<file path="config.mk">
export PLATFORM = sky130hd
export DESIGN_NAME = syslog_header_tokenizer_unit_flat
export DESIGN_NICKNAME = d
export VERILOG_FILES = /design/src/rtl/sht_pkg.sv /design/src/rtl/sht_in_if.sv /design/src/rtl/sht_out_if.sv /design/src/rtl/syslog_header_tokenizer_unit.sv /design/src/rtl/sht_front.sv /design/src/rtl/sht_queue.sv /design/src/rtl/sht_back.sv /design/src/flat_wrapper.sv
export VERILOG_INCLUDE_DIRS = /design/src /design/src/rtl
export SDC_FILE = /design/constraint.sdc
export NUM_CORES = 1
export LEC_CHECK = 0
export BUFFER_PORTS_ARGS = -buffer_cell sky130_fd_sc_hd__clkbuf_2
export CORE_ASPECT_RATIO = 0.6
export CORE_MARGIN = 2
export CORE_UTILIZATION = 35
export DETAILED_ROUTE_END_ITERATION = 12
export SLEW_MARGIN = 15
export SYNTH_ARGS = -nofsm -noshare
export SYNTH_HDL_FRONTEND = slang
export SYNTH_HIERARCHICAL = 1
export SYNTH_SLANG_ARGS = --single-unit
</file>
<file path="constraint.sdc">
create_clock -name clk -period 3.2 [get_ports clk]
set_input_delay 0.16 -clock clk [delete_from_list [all_inputs] [get_ports clk]]
set_output_delay 0.16 -clock clk [all_outputs]
set_load 0.01 [all_outputs]
</file>
<file path="src/rtl/assert_macros.svh">
// assertion macros for the rtl file that checks itself
// no dependencies; each macro expects clk and rst_n in scope
`ifndef ASSERT_MACROS_SVH
`define ASSERT_MACROS_SVH

// condition that must hold at every rising clock edge outside reset
`define SHT_ASSERT_ALWAYS(lbl, cond, msg) \
    lbl: assert property (@(posedge clk) disable iff (!rst_n) (cond)) else $error(msg);

// antecedent in one cycle implies consequent in the same cycle
`define SHT_ASSERT_IMPL(lbl, ante, cons, msg) \
    lbl: assert property (@(posedge clk) disable iff (!rst_n) (ante) |-> (cons)) \
        else $error(msg);

// antecedent in one cycle implies consequent in the next cycle
`define SHT_ASSERT_NEXT(lbl, ante, cons, msg) \
    lbl: assert property (@(posedge clk) disable iff (!rst_n) (ante) |=> (cons)) \
        else $error(msg);

`endif

</file>
<file path="src/rtl/sht_pkg.sv">
// types and constants of the syslog header tokenizer
// no dependencies
package sht_pkg;

    // character codes
    localparam logic [7:0] CH_LT       = 8'h3C;
    localparam logic [7:0] CH_GT       = 8'h3E;
    localparam logic [7:0] CH_COLON    = 8'h3A;
    localparam logic [7:0] CH_LBR      = 8'h5B;
    localparam logic [7:0] CH_RBR      = 8'h5D;
    localparam logic [7:0] CH_SPACE    = 8'h20;
    localparam logic [7:0] CH_TAB      = 8'h09;
    localparam logic [7:0] CH_CR       = 8'h0D;
    localparam logic [7:0] CH_ZERO     = 8'h30;
    localparam logic [7:0] CH_NINE     = 8'h39;
    localparam logic [7:0] CTRL_LIMIT  = 8'd32;

    localparam logic [9:0] CODE_MAX    = 10'd1023;
    localparam int unsigned CODE_W     = 10;
    localparam int unsigned PROD_W     = 14;

    // configuration register map
    localparam logic       REG_SUBST   = 1'b0;
    localparam logic [7:0] SUBST_RESET = 8'd63;

    // queue between front and back
    localparam int unsigned QDEPTH     = 2;
    localparam int unsigned QAW        = $clog2(QDEPTH);
    localparam int unsigned QCW        = $clog2(QDEPTH + 1);

    typedef enum logic [3:0] {
        PH_LT      = 4'd0,
        PH_CODE    = 4'd1,
        PH_DATE1   = 4'd2,
        PH_DATE2   = 4'd3,
        PH_PROG    = 4'd4,
        PH_PID     = 4'd5,
        PH_PIDTAIL = 4'd6,
        PH_GAP     = 4'd7,
        PH_MSG     = 4'd8,
        PH_FAIL    = 4'd9,
        PH_KMSG    = 4'd10
    } phase_t;

    typedef enum logic [2:0] {
        CL_HEADER = 3'd0,
        CL_DATE   = 3'd1,
        CL_PROG   = 3'd2,
        CL_PID    = 3'd3,
        CL_SEP    = 3'd4,
        CL_MSG    = 3'd5
    } class_t;

    typedef struct packed {
        logic       is_lt;
        logic       is_gt;
        logic       is_colon;
        logic       is_lbr;
        logic       is_rbr;
        logic       is_ws;
        logic       is_digit;
        logic [3:0] digit;
    } flags_t;

    typedef struct packed {
        logic [7:0] clean_byte;
        logic       eol;
        logic       kern;
        flags_t     flags;
    } tok_t;

    typedef struct packed {
        logic [QCW-1:0] count;
        logic           full;
        logic           empty;
    } q_stat_t;

endpackage

</file>
<file path="src/rtl/sht_in_if.sv">
// input channel of the tokenizer: one raw byte per item
// no dependencies
interface sht_in_if;
    logic       valid;
    logic       ready;
    logic [7:0] data_byte;
    logic       end_of_line;
    logic       from_kernel;

    modport source (output valid, output data_byte, output end_of_line,
                    output from_kernel, input ready);
    modport sink   (input valid, input data_byte, input end_of_line,
                    input from_kernel, output ready);
endinterface

</file>
<file path="src/rtl/sht_out_if.sv">
// output channel of the tokenizer: one tagged byte per item
// no dependencies
interface sht_out_if;
    logic       valid;
    logic       ready;
    logic [7:0] clean_byte;
    logic [2:0] byte_class;
    logic       line_done;
    logic       line_ok;
    logic [6:0] facility;
    logic [2:0] priority_res;

    modport source (output valid, output clean_byte, output byte_class,
                    output line_done, output line_ok, output facility,
                    output priority_res, input ready);
    modport sink   (input valid, input clean_byte, input byte_class,
                    input line_done, input line_ok, input facility,
                    input priority_res, output ready);
endinterface

</file>
<file path="src/rtl/syslog_header_tokenizer_unit.sv">
// an accepted byte waits in the queue; its result is registered in the back stage when it is popped
// throughput: one byte per cycle while the output is taken, set by the phase update in the back stage
// a two-entry queue parts front and back, so each side stalls on its own
// reset (rst_n, async, active low): line state to expect '<', queue empty,
// no result pending, substitute character back to 63
`include "assert_macros.svh"

module syslog_header_tokenizer_unit (
    input  logic        clk,
    input  logic        rst_n,
    sht_in_if.sink      in_ch,
    sht_out_if.source   out_ch,
    input  logic        psel,
    input  logic        penable,
    input  logic        pwrite,
    input  logic [2:0]  paddr,
    input  logic [31:0] pwdata,
    output logic [31:0] prdata,
    output logic        pready
);
    import sht_pkg::*;

    // configuration: one register, word index taken from paddr[2]
    logic [7:0] subst_reg;
    logic       cfg_wr;

    // front to queue
    logic       push;
    tok_t       push_tok;

    // queue to back
    logic       pop;
    tok_t       pop_tok;
    q_stat_t    q_stat;

    assign pready = 1'b1;
    assign cfg_wr = psel && penable && pwrite && pready;

    // read back the substitute character, zero beyond the register list
    assign prdata = (paddr[2] == REG_SUBST) ? {24'd0, subst_reg} : 32'd0;

    always_ff @(posedge clk or negedge rst_n)
    begin
        if (!rst_n)
            subst_reg <= SUBST_RESET;
        else if (cfg_wr && (paddr[2] == REG_SUBST))
            subst_reg <= pwdata[7:0];
    end

    // front: substitution and byte classification, takes an item whenever
    // the queue has room
    sht_front u_front (
        .in_ch      (in_ch),
        .subst_char (subst_reg),
        .q_full     (q_stat.full),
        .push       (push),
        .tok        (push_tok)
    );

    // queue: holds classified bytes while the back stage is stalled
    sht_queue u_queue (
        .clk      (clk),
        .rst_n    (rst_n),
        .push     (push),
        .push_tok (push_tok),
        .pop      (pop),
        .pop_tok  (pop_tok),
        .stat     (q_stat)
    );

    // back: phase machine and result register, pops whenever the result
    // register is free or being taken
    sht_back u_back (
        .clk     (clk),
        .rst_n   (rst_n),
        .q_empty (q_stat.empty),
        .tok     (pop_tok),
        .pop     (pop),
        .out_ch  (out_ch)
    );

    // checks
    `SHT_ASSERT_ALWAYS(a_q_bound, q_stat.count <= QCW'(QDEPTH), "queue count past depth")
    `SHT_ASSERT_IMPL(a_no_push_full, push, !q_stat.full, "push into a full queue")
    `SHT_ASSERT_IMPL(a_ok_needs_done, out_ch.valid && out_ch.line_ok,
                     out_ch.line_done, "line_ok without line_done")
    `SHT_ASSERT_IMPL(a_code_zero, out_ch.valid && !out_ch.line_ok,
                     out_ch.facility == 7'd0 && out_ch.priority_res == 3'd0,
                     "code fields set on a line that is not ok")
    `SHT_ASSERT_NEXT(a_pop_gives_item, pop, out_ch.valid, "popped item did not reach the output")

endmodule

</file>
<file path="src/rtl/sht_front.sv">
// front stage: accepts bytes, substitutes control characters, classifies
// depends on sht_pkg and sht_in_if
module sht_front (
    sht_in_if.sink          in_ch,
    input  logic [7:0]      subst_char,
    input  logic            q_full,
    output logic            push,
    output sht_pkg::tok_t   tok
);
    import sht_pkg::*;

    logic [7:0] b;

    assign in_ch.ready = !q_full;
    assign push        = in_ch.valid && !q_full;

    assign b = (in_ch.data_byte < CTRL_LIMIT) ? subst_char : in_ch.data_byte;

    always_comb
    begin
        tok.clean_byte     = b;
        tok.eol            = in_ch.end_of_line;
        tok.kern           = in_ch.from_kernel;
        tok.flags.is_lt    = (b == CH_LT);
        tok.flags.is_gt    = (b == CH_GT);
        tok.flags.is_colon = (b == CH_COLON);
        tok.flags.is_lbr   = (b == CH_LBR);
        tok.flags.is_rbr   = (b == CH_RBR);
        tok.flags.is_ws    = (b == CH_SPACE) || ((b >= CH_TAB) && (b <= CH_CR));
        tok.flags.is_digit = (b >= CH_ZERO) && (b <= CH_NINE);
        // '0'..'9' sit at 0x30..0x39, so the low nibble is the value
        tok.flags.digit    = b[3:0];
    end
endmodule

</file>
<file path="src/rtl/sht_queue.sv">
// short queue of classified bytes between front and back
// depends on sht_pkg
module sht_queue (
    input  logic              clk,
    input  logic              rst_n,
    input  logic              push,
    input  sht_pkg::tok_t     push_tok,
    input  logic              pop,
    output sht_pkg::tok_t     pop_tok,
    output sht_pkg::q_stat_t  stat
);
    import sht_pkg::*;

    tok_t           mem [QDEPTH];
    logic [QAW-1:0] wr_ptr_reg, wr_ptr_next;
    logic [QAW-1:0] rd_ptr_reg, rd_ptr_next;
    logic [QCW-1:0] count_reg, count_next;

    assign stat.count = count_reg;
    assign stat.full  = (count_reg == QCW'(QDEPTH));
    assign stat.empty = (count_reg == '0);
    assign pop_tok    = mem[rd_ptr_reg];

    always_comb
    begin
        wr_ptr_next = push ? wr_ptr_reg + 1'b1 : wr_ptr_reg;
        rd_ptr_next = pop  ? rd_ptr_reg + 1'b1 : rd_ptr_reg;
        count_next  = count_reg;
        if (push && !pop)
            count_next = count_reg + 1'b1;
        else if (pop && !push)
            count_next = count_reg - 1'b1;
    end

    always_ff @(posedge clk)
    begin
        if (push)
            mem[wr_ptr_reg] <= push_tok;
    end

    always_ff @(posedge clk or negedge rst_n)
    begin
        if (!rst_n)
        begin
            wr_ptr_reg <= '0;
            rd_ptr_reg <= '0;
            count_reg  <= '0;
        end
        else
        begin
            wr_ptr_reg <= wr_ptr_next;
            rd_ptr_reg <= rd_ptr_next;
            count_reg  <= count_next;
        end
    end
endmodule

</file>
<file path="src/rtl/sht_back.sv">
// back stage: line phase machine, code accumulation and result register
// depends on sht_pkg and sht_out_if
module sht_back (
    input  logic           clk,
    input  logic           rst_n,
    input  logic           q_empty,
    input  sht_pkg::tok_t  tok,
    output logic           pop,
    sht_out_if.source      out_ch
);
    import sht_pkg::*;

    phase_t              phase_reg, phase_next;
    logic [CODE_W-1:0]   code_reg, code_next;
    logic                digits_done_reg, digits_done_next;
    logic                failed_reg, failed_next;

    logic                out_valid_reg;
    logic [7:0]          byte_reg;
    class_t              class_reg, class_next;
    logic                done_reg;
    logic                ok_reg, ok_next;
    logic [6:0]          fac_reg, fac_next;
    logic [2:0]          pri_reg, pri_next;

    logic [PROD_W-1:0]   code_x10;

    assign pop = !q_empty && (!out_valid_reg || out_ch.ready);

    // code * 10 + digit, as shifts
    assign code_x10 = {1'b0, code_reg, 3'b000} + {3'b000, code_reg, 1'b0}
                      + {{(PROD_W-4){1'b0}}, tok.flags.digit};

    always_comb
    begin
        phase_next       = phase_reg;
        code_next        = code_reg;
        digits_done_next = digits_done_reg;
        failed_next      = failed_reg;
        class_next       = CL_HEADER;
        ok_next          = 1'b0;
        fac_next         = '0;
        pri_next         = '0;

        unique case (phase_reg)
            PH_LT:
            begin
                if (tok.flags.is_lt)
                    phase_next = PH_CODE;
                else
                begin
                    phase_next  = PH_FAIL;
                    failed_next = 1'b1;
                end
            end
            PH_CODE:
            begin
                priority if (tok.flags.is_gt)
                begin
                    if (code_reg == '0)
                    begin
                        phase_next  = PH_FAIL;
                        failed_next = 1'b1;
                    end
                    else
                        phase_next = tok.kern ? PH_KMSG : PH_DATE1;
                end
                else if (!digits_done_reg && tok.flags.is_digit)
                    code_next = (code_x10 > PROD_W'(CODE_MAX)) ? CODE_MAX
                                                               : code_x10[CODE_W-1:0];
                else
                    digits_done_next = 1'b1;
            end
            PH_DATE1:
            begin
                class_next = CL_DATE;
                if (tok.flags.is_colon)
                    phase_next = PH_DATE2;
            end
            PH_DATE2:
            begin
                if (tok.flags.is_ws)
                begin
                    class_next = CL_SEP;
                    phase_next = PH_PROG;
                end
                else
                    class_next = CL_DATE;
            end
            PH_PROG:
            begin
                priority if (tok.flags.is_lbr)
                begin
                    class_next = CL_SEP;
                    phase_next = PH_PID;
                end
                else if (tok.flags.is_colon)
                begin
                    class_next = CL_SEP;
                    phase_next = PH_GAP;
                end
                else
                    class_next = CL_PROG;
            end
            PH_PID:
            begin
                if (tok.flags.is_rbr)
                begin
                    class_next = CL_SEP;
                    phase_next = PH_PIDTAIL;
                end
                else
                    class_next = CL_PID;
            end
            PH_PIDTAIL:
            begin
                class_next = CL_SEP;
                if (tok.flags.is_colon)
                    phase_next = PH_GAP;
            end
            PH_GAP:
            begin
                if (tok.flags.is_ws)
                    class_next = CL_SEP;
                else
                begin
                    class_next = CL_MSG;
                    phase_next = PH_MSG;
                end
            end
            PH_MSG, PH_KMSG:
                class_next = CL_MSG;
            PH_FAIL:
                class_next = CL_HEADER;
            default:
            begin
                phase_next  = PH_FAIL;
                failed_next = 1'b1;
            end
        endcase

        if (tok.eol)
        begin
            if (!failed_next && (phase_next == PH_GAP || phase_next == PH_MSG
                                 || phase_next == PH_KMSG))
            begin
                ok_next  = 1'b1;
                fac_next = code_next[9:3];
                pri_next = code_next[2:0];
            end
            phase_next       = PH_LT;
            code_next        = '0;
            digits_done_next = 1'b0;
            failed_next      = 1'b0;
        end
    end

    always_ff @(posedge clk or negedge rst_n)
    begin
        if (!rst_n)
        begin
            phase_reg       <= PH_LT;
            code_reg        <= '0;
            digits_done_reg <= 1'b0;
            failed_reg      <= 1'b0;
            out_valid_reg   <= 1'b0;
        end
        else
        begin
            if (pop)
            begin
                phase_reg       <= phase_next;
                code_reg        <= code_next;
                digits_done_reg <= digits_done_next;
                failed_reg      <= failed_next;
            end
            if (pop)
                out_valid_reg <= 1'b1;
            else if (out_ch.ready)
                out_valid_reg <= 1'b0;
        end
    end

    always_ff @(posedge clk)
    begin
        if (pop)
        begin
            byte_reg  <= tok.clean_byte;
            class_reg <= class_next;
            done_reg  <= tok.eol;
            ok_reg    <= ok_next;
            fac_reg   <= fac_next;
            pri_reg   <= pri_next;
        end
    end

    assign out_ch.valid        = out_valid_reg;
    assign out_ch.clean_byte   = byte_reg;
    assign out_ch.byte_class   = class_reg;
    assign out_ch.line_done    = done_reg;
    assign out_ch.line_ok      = ok_reg;
    assign out_ch.facility     = fac_reg;
    assign out_ch.priority_res = pri_reg;
endmodule

</file>
<file path="src/flat_wrapper.sv">
// flat-port wrapper written by rule: the top's interface ports become plain ports
module syslog_header_tokenizer_unit_flat import sht_pkg::*;
  (clk, rst_n, psel, penable, pwrite, paddr, pwdata, prdata, pready, in_ch_valid, in_ch_data_byte, in_ch_end_of_line, in_ch_from_kernel, in_ch_ready, out_ch_valid, out_ch_clean_byte, out_ch_byte_class, out_ch_line_done, out_ch_line_ok, out_ch_facility, out_ch_priority_res, out_ch_ready);
  sht_in_if in_ch_i ();
  sht_out_if out_ch_i ();
  input  logic clk;
  input  logic rst_n;
  input  logic psel;
  input  logic penable;
  input  logic pwrite;
  input  logic [2:0] paddr;
  input  logic [31:0] pwdata;
  output logic [31:0] prdata;
  output logic pready;
  input wire logic [$bits(in_ch_i.valid)-1:0] in_ch_valid;
  input wire logic [$bits(in_ch_i.data_byte)-1:0] in_ch_data_byte;
  input wire logic [$bits(in_ch_i.end_of_line)-1:0] in_ch_end_of_line;
  input wire logic [$bits(in_ch_i.from_kernel)-1:0] in_ch_from_kernel;
  output wire logic [$bits(in_ch_i.ready)-1:0] in_ch_ready;
  output wire logic [$bits(out_ch_i.valid)-1:0] out_ch_valid;
  output wire logic [$bits(out_ch_i.clean_byte)-1:0] out_ch_clean_byte;
  output wire logic [$bits(out_ch_i.byte_class)-1:0] out_ch_byte_class;
  output wire logic [$bits(out_ch_i.line_done)-1:0] out_ch_line_done;
  output wire logic [$bits(out_ch_i.line_ok)-1:0] out_ch_line_ok;
  output wire logic [$bits(out_ch_i.facility)-1:0] out_ch_facility;
  output wire logic [$bits(out_ch_i.priority_res)-1:0] out_ch_priority_res;
  input wire logic [$bits(out_ch_i.ready)-1:0] out_ch_ready;
  assign in_ch_i.valid = in_ch_valid;
  assign in_ch_i.data_byte = in_ch_data_byte;
  assign in_ch_i.end_of_line = in_ch_end_of_line;
  assign in_ch_i.from_kernel = in_ch_from_kernel;
  assign in_ch_ready = in_ch_i.ready;
  assign out_ch_valid = out_ch_i.valid;
  assign out_ch_clean_byte = out_ch_i.clean_byte;
  assign out_ch_byte_class = out_ch_i.byte_class;
  assign out_ch_line_done = out_ch_i.line_done;
  assign out_ch_line_ok = out_ch_i.line_ok;
  assign out_ch_facility = out_ch_i.facility;
  assign out_ch_priority_res = out_ch_i.priority_res;
  assign out_ch_i.ready = out_ch_ready;
  syslog_header_tokenizer_unit u_core (.clk(clk), .rst_n(rst_n), .in_ch(in_ch_i), .out_ch(out_ch_i), .psel(psel), .penable(penable), .pwrite(pwrite), .paddr(paddr), .pwdata(pwdata), .prdata(prdata), .pready(pready));
endmodule
</file>
==> results of run 1 <==
[worst max-delay path, cell delays in order, from the launching register on]
cell	delay [ns]
dfrtp_2	0.45
mux2_4	0.32
fa_2	0.45
fa_2	0.38
a21o_1	0.21
a221oi_4	0.30
buf_4	0.18
o21bai_4	0.07
xor2_1	0.16
a2111oi_4	0.27
buf_4	0.21
a21oi_1	0.06
[routing by layer]
layer	vias to the layer above	track usage
met4	0	0.03812
met1	1682	0.2150
met2	97	0.2121
met5	-	0
met3	11	0.03993
li1	1652	-
[power by group through the flow]
stage	clock network, mW	logic [mW]	registers (mW)
finish	1.23	2.01	2.09
global route	1.31	2.24	2.14
CTS	1.26	2.00	2.08
detailed placement	0	1.98	2.10
global placement	0	1.93	2.08
floorplan	0	1.46	2.02
[area by class of cell]
type                            instances  area (µm²)
Clock buffer                            9       225.2
Tap cell                              198       247.7
Timing Repair Buffer                   73       409.1
Fill cell                            1371        8444
Clock inverter                          7       121.4
Sequential cell                        94        2686
Multi-Input combinational cell        301        2246
Inverter                               11       41.29
[worst paths after layout]
check | start | end | slack [ns] | cells after the start
worst max-delay path | u_core/u_queue/rd_ptr_reg | u_core/u_back/code_reg[9] | 0.02 | 11
worst min-delay path | in_ch_end_of_line | u_core/u_queue/mem[0][12] | 0.03 | 1
worst max register to register | u_core/u_queue/rd_ptr_reg | u_core/u_back/code_reg[9] | 0.02 | 11
worst min register to register | u_core/u_back/digits_done_reg | u_core/u_back/digits_done_reg | 0.50 | 1
max in group asynchronous | rst_n | u_core/u_queue/rd_ptr_reg | 2.19 | 2
min in group asynchronous | rst_n | u_core/u_back/out_ch.valid | 0.44 | 2
[cell usage after synthesis, drive strengths merged (3+ instances only)]
master,n,share of area
nor2b,5,0.0061
xor2,9,0.015
a21o,10,0.015
nor3,11,0.016
xnor2,3,0.0051
a211oi,4,0.0068
ha,20,0.049
dfrtp,23,0.11
mux2,34,0.075
clkbuf,7,0.0051
nor4,3,0.0037
and2b,8,0.014
o21ai,36,0.035
mux2i,5,0.0097
a21oi,23,0.022
inv,11,0.0080
a22o,4,0.0071
dfstp,6,0.031
and3,4,0.0051
buf,38,0.056
a31oi,3,0.0037
edfxtp,65,0.38
nor2,33,0.024
nand2,14,0.010
nand2b,8,0.0097
nor3b,5,0.0083
[timing repair]
| action | 4_1_cts | 5_1_grt |
|---|---|---|
| setup endpoints to repair | 10 | 10 |
| setup buffers | 0 | 1 |
| pin swaps | 1 | 3 |
| resized for setup | 3 | 4 |
| hold buffers | 1 | 0 |
| endpoints found under the hold margin | 23 | 0 |
| gates cloned | 0 | 1 |
[logic make-up (layout without fill, tap and decap cells)]
| kind of cell | after synthesis | count (layout) | synth area share |
|---|---|---|---|
| fa+ha+maj | 22 | 22 | 0.05654 |
| other cells | 2 | 25 | 0.001463 |
| flops | 94 | 94 | 0.5230 |
| xor+xnor | 12 | 12 | 0.02047 |
| compound gates | 98 | 98 | 0.1238 |
| mux | 39 | 39 | 0.08433 |
| buf+inv | 56 | 100 | 0.06946 |
| simple gates | 105 | 105 | 0.1209 |
==> summary.md, run 1 <==
| Metric | Value |
|---|---|
| Status | finished, final reports clean |
| Finished Layout Cells | 693 |
| DRC Markers | 0 |
| Placed Cells | 674 |
| Clock slew at reported path FFs | 0.07 ns |
| Clk root buf | clkbuf_16 |
| Detailed placement HPWL | 7866 µm |
| Core Util, Final | 0.4145 |
| Grt total ovfl | 0 |
| Met3 WL post-DR | 513 µm |
| Most frequent cells in the layout | 65 x edfxtp_1, 58 x clkbuf_2, 36 x o21ai_0 |
| Layout area overhead | 16.43% |
| Total global-route track usage | 0.1459 |
| Startpoint types | register |
| Sink Count | 94 |
| Final setup margin | 0.01559 ns |
| First-pass DRT Iterations | 5 |
| Initial antenna violation count | 0 |
| Register bit total from synthesis | 94 |
| M1 wire length | 5816 µm |
| Post-route ant nets | 0 |
| Drt total wl | 11140 µm |
| Sequential share of power | 0.392 |
| Critical Path RT | 3.43 ns |
| Fin crit period | 3.184 ns |
| FP Rows | 34 |
| Leak | 2.469 nW |
| Worst-skew pair later-pin latency | 0.34 ns |
| Slew HR | 0.4612 |
| Top routing layer used | met4 |
| # diodes | 0 |
| Die area | 15680 µm² |
| IO Pins | 110 |
| Peak VDD IR | 0.3222 mV |
| Switching share of power | 0.3643 |
| Routability cong. | 0.8690 |
| Largest register FFs | 42 |
| Pwr/cell area | 891.0 nW/µm² |
| Post-Synthesis Mean Instance Area | 11.99 µm² |
| CTS H-Tree Depth | 3 |
| Final Cycle Share | 0.9951 |
| RSZ-0062 raised after global routing | yes |
| Post-Syn Area | 5134 µm² |
| Vias in the first global route | 3393 |
| Main synth FF type | edfxtp_1 |
| Switch Pwr | 1.940 mW |
| Slew Viols, Final | 0 |
| Pwr Total | 5.326 mW |
| Final hold viol count | 0 |
| Min Hold Slack | 0.02550 ns |
| Setup TNS | 0 ns |
| Clk network pwr share | 0.231 |
| DR WL/cell | 16.08 µm |
| Peak Freq | 0.3140 GHz |
| Met2 routed WL | 4724 µm |
| Clock Path Buffers | 2 |
| Logic gate share of total power | 0.378 |
| Initial DRC Count | 216 |
| First-pass GRT wire length | 17770 µm |
| EDFF count, synth | 65 |
| Finished layout cell area | 5977 µm² |
| Pin count of the biggest net entering global routing | 30 |
| Internal power | 3.385 mW |
| Max-Cap Viols | 0 |
| Num CTS Buffers | 9 |
| Total core area | 14420 µm² |
| Worst Path Max Fanout | 5 |
| Most common cell after layout, fill and taps aside | edfxtp_1 |
| Setup-failing EPs final | 0 |
| Die X | 160.4 µm |
| TritonCTS clock tree | yes |
| Post-synth cell types | 63 |
| Arr. time, crit path | 3.42 ns |
| Area post-placement | 5570 µm² |
| HP Class | input pin to register |
| Vias per inst | 4.967 |
| Clk_skew | 0.008013 ns |
| Initial Utilization | 0.3560 |
| Post-synthesis sequential area ratio | 0.5230 |
| Critical path type | register to register |
| Pre-CTS WS | -0.06139 ns |
| Async S/R FF share, synth | 0.3085 |
| Post-Syn Instances | 428 |
| Yosys warnings | 6 |
| Nets | 564 |
| Worst slew pin tran | 0.8082 ns |
| Via count | 3442 |
| Buffers on Ports | 58 |
| Die outline height | 97.81 µm |
| Share of cells above drive strength 1 | 0.3172 |
| Setup crit end kind | register |
(Power assumes the default switching activity.)
==> run 2: changes to the inputs <==
--- a/config.mk
+++ b/config.mk
@@ -8,7 +8,6 @@
 export LEC_CHECK = 0
 export BUFFER_PORTS_ARGS = -buffer_cell sky130_fd_sc_hd__clkbuf_2
 export CORE_ASPECT_RATIO = 0.6
-export CORE_MARGIN = 2
 export CORE_UTILIZATION = 35
 export DETAILED_ROUTE_END_ITERATION = 12
 export SLEW_MARGIN = 15
==> run 2 against run 1 <==
  * Sequential cell count stayed put
  * Clock-buffer cell count stayed put
  * Cell count fell by 1.3%
  * Critical path depth is the same
  * Critical path type unchanged
  * Largest cell class unchanged
  * Non-clock buffer count decreased by 3
  * Clock skew up 0.0013 ns
  * Sequential power about the same
==> summary.md, run 2 (synthesis results as in run 1) <==
| Metric | Value |
|---|---|
| Die X | 158.4 µm |
| Initial DRC Count | 213 |
| DRC Markers | 0 |
| Most frequent cells in the layout | 65 x edfxtp_1, 58 x clkbuf_2, 36 x o21ai_0 |
| Clock slew at reported path FFs | 0.07 ns |
| Worst-skew pair later-pin latency | 0.34 ns |
| First-pass GRT wire length | 16730 µm |
| Share of cells above drive strength 1 | 0.3130 |
| Peak VDD IR | 0.4422 mV |
| # diodes | 0 |
| CP Cell Sequence | mux2_2, ha_1, ha_4, fa_2, a21o_1, a221oi_4, o32ai_1, mux2i_1, a2111oi_4, buf_6, a21oi_1 |
| Startpoint types | register |
| Via count | 3368 |
| Peak Freq | 0.3176 GHz |
| Setup TNS | 0 ns |
| Setup-failing EPs final | 0 |
| Most common cell after layout, fill and taps aside | edfxtp_1 |
| FP Rows | 33 |
| Drt total wl | 10330 µm |
| Top routing layer used | met4 |
| Slew Viols, Final | 0 |
| Die outline height | 95.81 µm |
| Worst Path Max Fanout | 10 |
| Pin count of the biggest net entering global routing | 30 |
| Num CTS Buffers | 9 |
| Slowest stage delay, CP | 0.42 ns |
| IO Pins | 110 |
| Post-route ant nets | 0 |
| Clock Path Buffers | 2 |
| Critical path type | register to register |
| TritonCTS clock tree | yes |
| Vias per inst | 4.924 |
| Pwr/cell area | 883.6 nW/µm² |
| Initial antenna violation count | 0 |
| Setup crit end kind | register |
| Worst path slowest cell | dfrtp_2 |
| Worst slew pin tran | 0.8145 ns |
| Final Cycle Share | 0.9839 |
| Slew HR | 0.4570 |
| Vias in the first global route | 3209 |
| Grt total ovfl | 0 |
| Clk root buf | clkbuf_16 |
| DR WL/cell | 15.10 µm |
| Largest register FFs | 42 |
| Max-Cap Viols | 0 |
| Met3 WL post-DR | 676 µm |
| Fin crit period | 3.149 ns |
| Sink Count | 94 |
| Buffers on Ports | 58 |
| Status | finished, final reports clean |
| Total global-route track usage | 0.1450 |
| Nets | 561 |
| First-pass DRT Iterations | 4 |
| Setup Buffers After CTS | 0 |
| Total core area | 14000 µm² |
| Routability cong. | 0.8174 |
| Detailed placement HPWL | 7754 µm |
| RSZ-0062 raised after global routing | yes |
| Min Hold Slack | 0.03749 ns |
| Layout area overhead | 15.72% |
| Die area | 15170 µm² |
| Arr. time, crit path | 3.36 ns |
| Met2 routed WL | 4135 µm |
| Critical Path RT | 3.41 ns |
| Clk_skew | 0.009361 ns |
| CTS H-Tree Depth | 3 |
| M1 wire length | 5448 µm |
| Initial Utilization | 0.3668 |
| Leak | 2.457 nW |
| Final hold viol count | 0 |
| Min-delay src | in_ch_from_kernel |
| Worst r2r src | u_core/u_queue/rd_ptr_reg |
| CP Launch Point | u_core/u_queue/rd_ptr_reg |
| HP Class | input pin to register |
[run 2: repair_timing]
action / CTS / global route
hold endpoints to repair: 23 / 0
hold buffers: 1 / 0
endpoints found under the setup margin: 10 / 10
pin swaps: 0 / 1
gates resized for setup: 2 / 4
[run 2: metal layers]
metal | up-vias | global-route usage
met5 | - | 0
met3 | 8 | 0.03287
met2 | 96 | 0.2007
met1 | 1627 | 0.2245
met4 | 0 | 0.03365
li1 | 1637 | -
[run 2: worst max-delay path, delay by kind of cell (launching register included)]
family,cells,cell delay [ns]
compound gates,5,1.10
fa+ha+maj,3,0.80
mux,2,0.52
flops,1,0.42
buf+inv,1,0.19
[run 2: final timing paths]
check	end	slack [ns]	cells past startpoint
worst max-delay path	u_core/u_back/code_reg[2]	0.05	11
worst min-delay path	u_core/u_queue/mem[0][11]	0.04	1
worst max register to register	u_core/u_back/code_reg[2]	0.05	11
worst min register to register	u_core/u_back/digits_done_reg	0.49	1
max in group asynchronous	u_core/u_queue/rd_ptr_reg	2.18	2
min in group asynchronous	u_core/u_queue/count_reg[0]	0.45	2
[run 2: power by group]
part           total [mW]  leakage (nW)  switching [mW]  internal [mW]
registers            2.08         0.983           0.313           1.76
clock network        1.21         0.166           0.442          0.766
logic                1.96          1.31            1.12          0.844
[run 2: final cells by class]
| class | count | area (µm²) |
|---|---|---|
| multi-input cells | 301 | 2241 |
| fillers | 1293 | 8056 |
| inverters | 11 | 41.29 |
| repair buffers | 70 | 386.6 |
| flip-flops and latches | 94 | 2686 |
| clock inverters | 7 | 120.1 |
| clock buffers | 9 | 225.2 |
| well taps | 192 | 240.2 |
[run 2: through the flow]
step / setup slack, ns / cells / instance area, µm² / total power [mW] / utilization
after detailed placement: -0.03975 / 667 / 5555 / 4.040 / 0.3969
after CTS: 0.001466 / 684 / 5923 / 5.275 / 0.4232
after floorplan: -0.02352 / 451 / 5255 / 3.481 / -
after global placement: 0.01890 / 667 / 5555 / 3.988 / 0.3969
after global routing: -0.07001 / 684 / 5941 / 5.625 / 0.4244
final: 0.05138 / 684 / 5941 / 5.249 / 0.4244
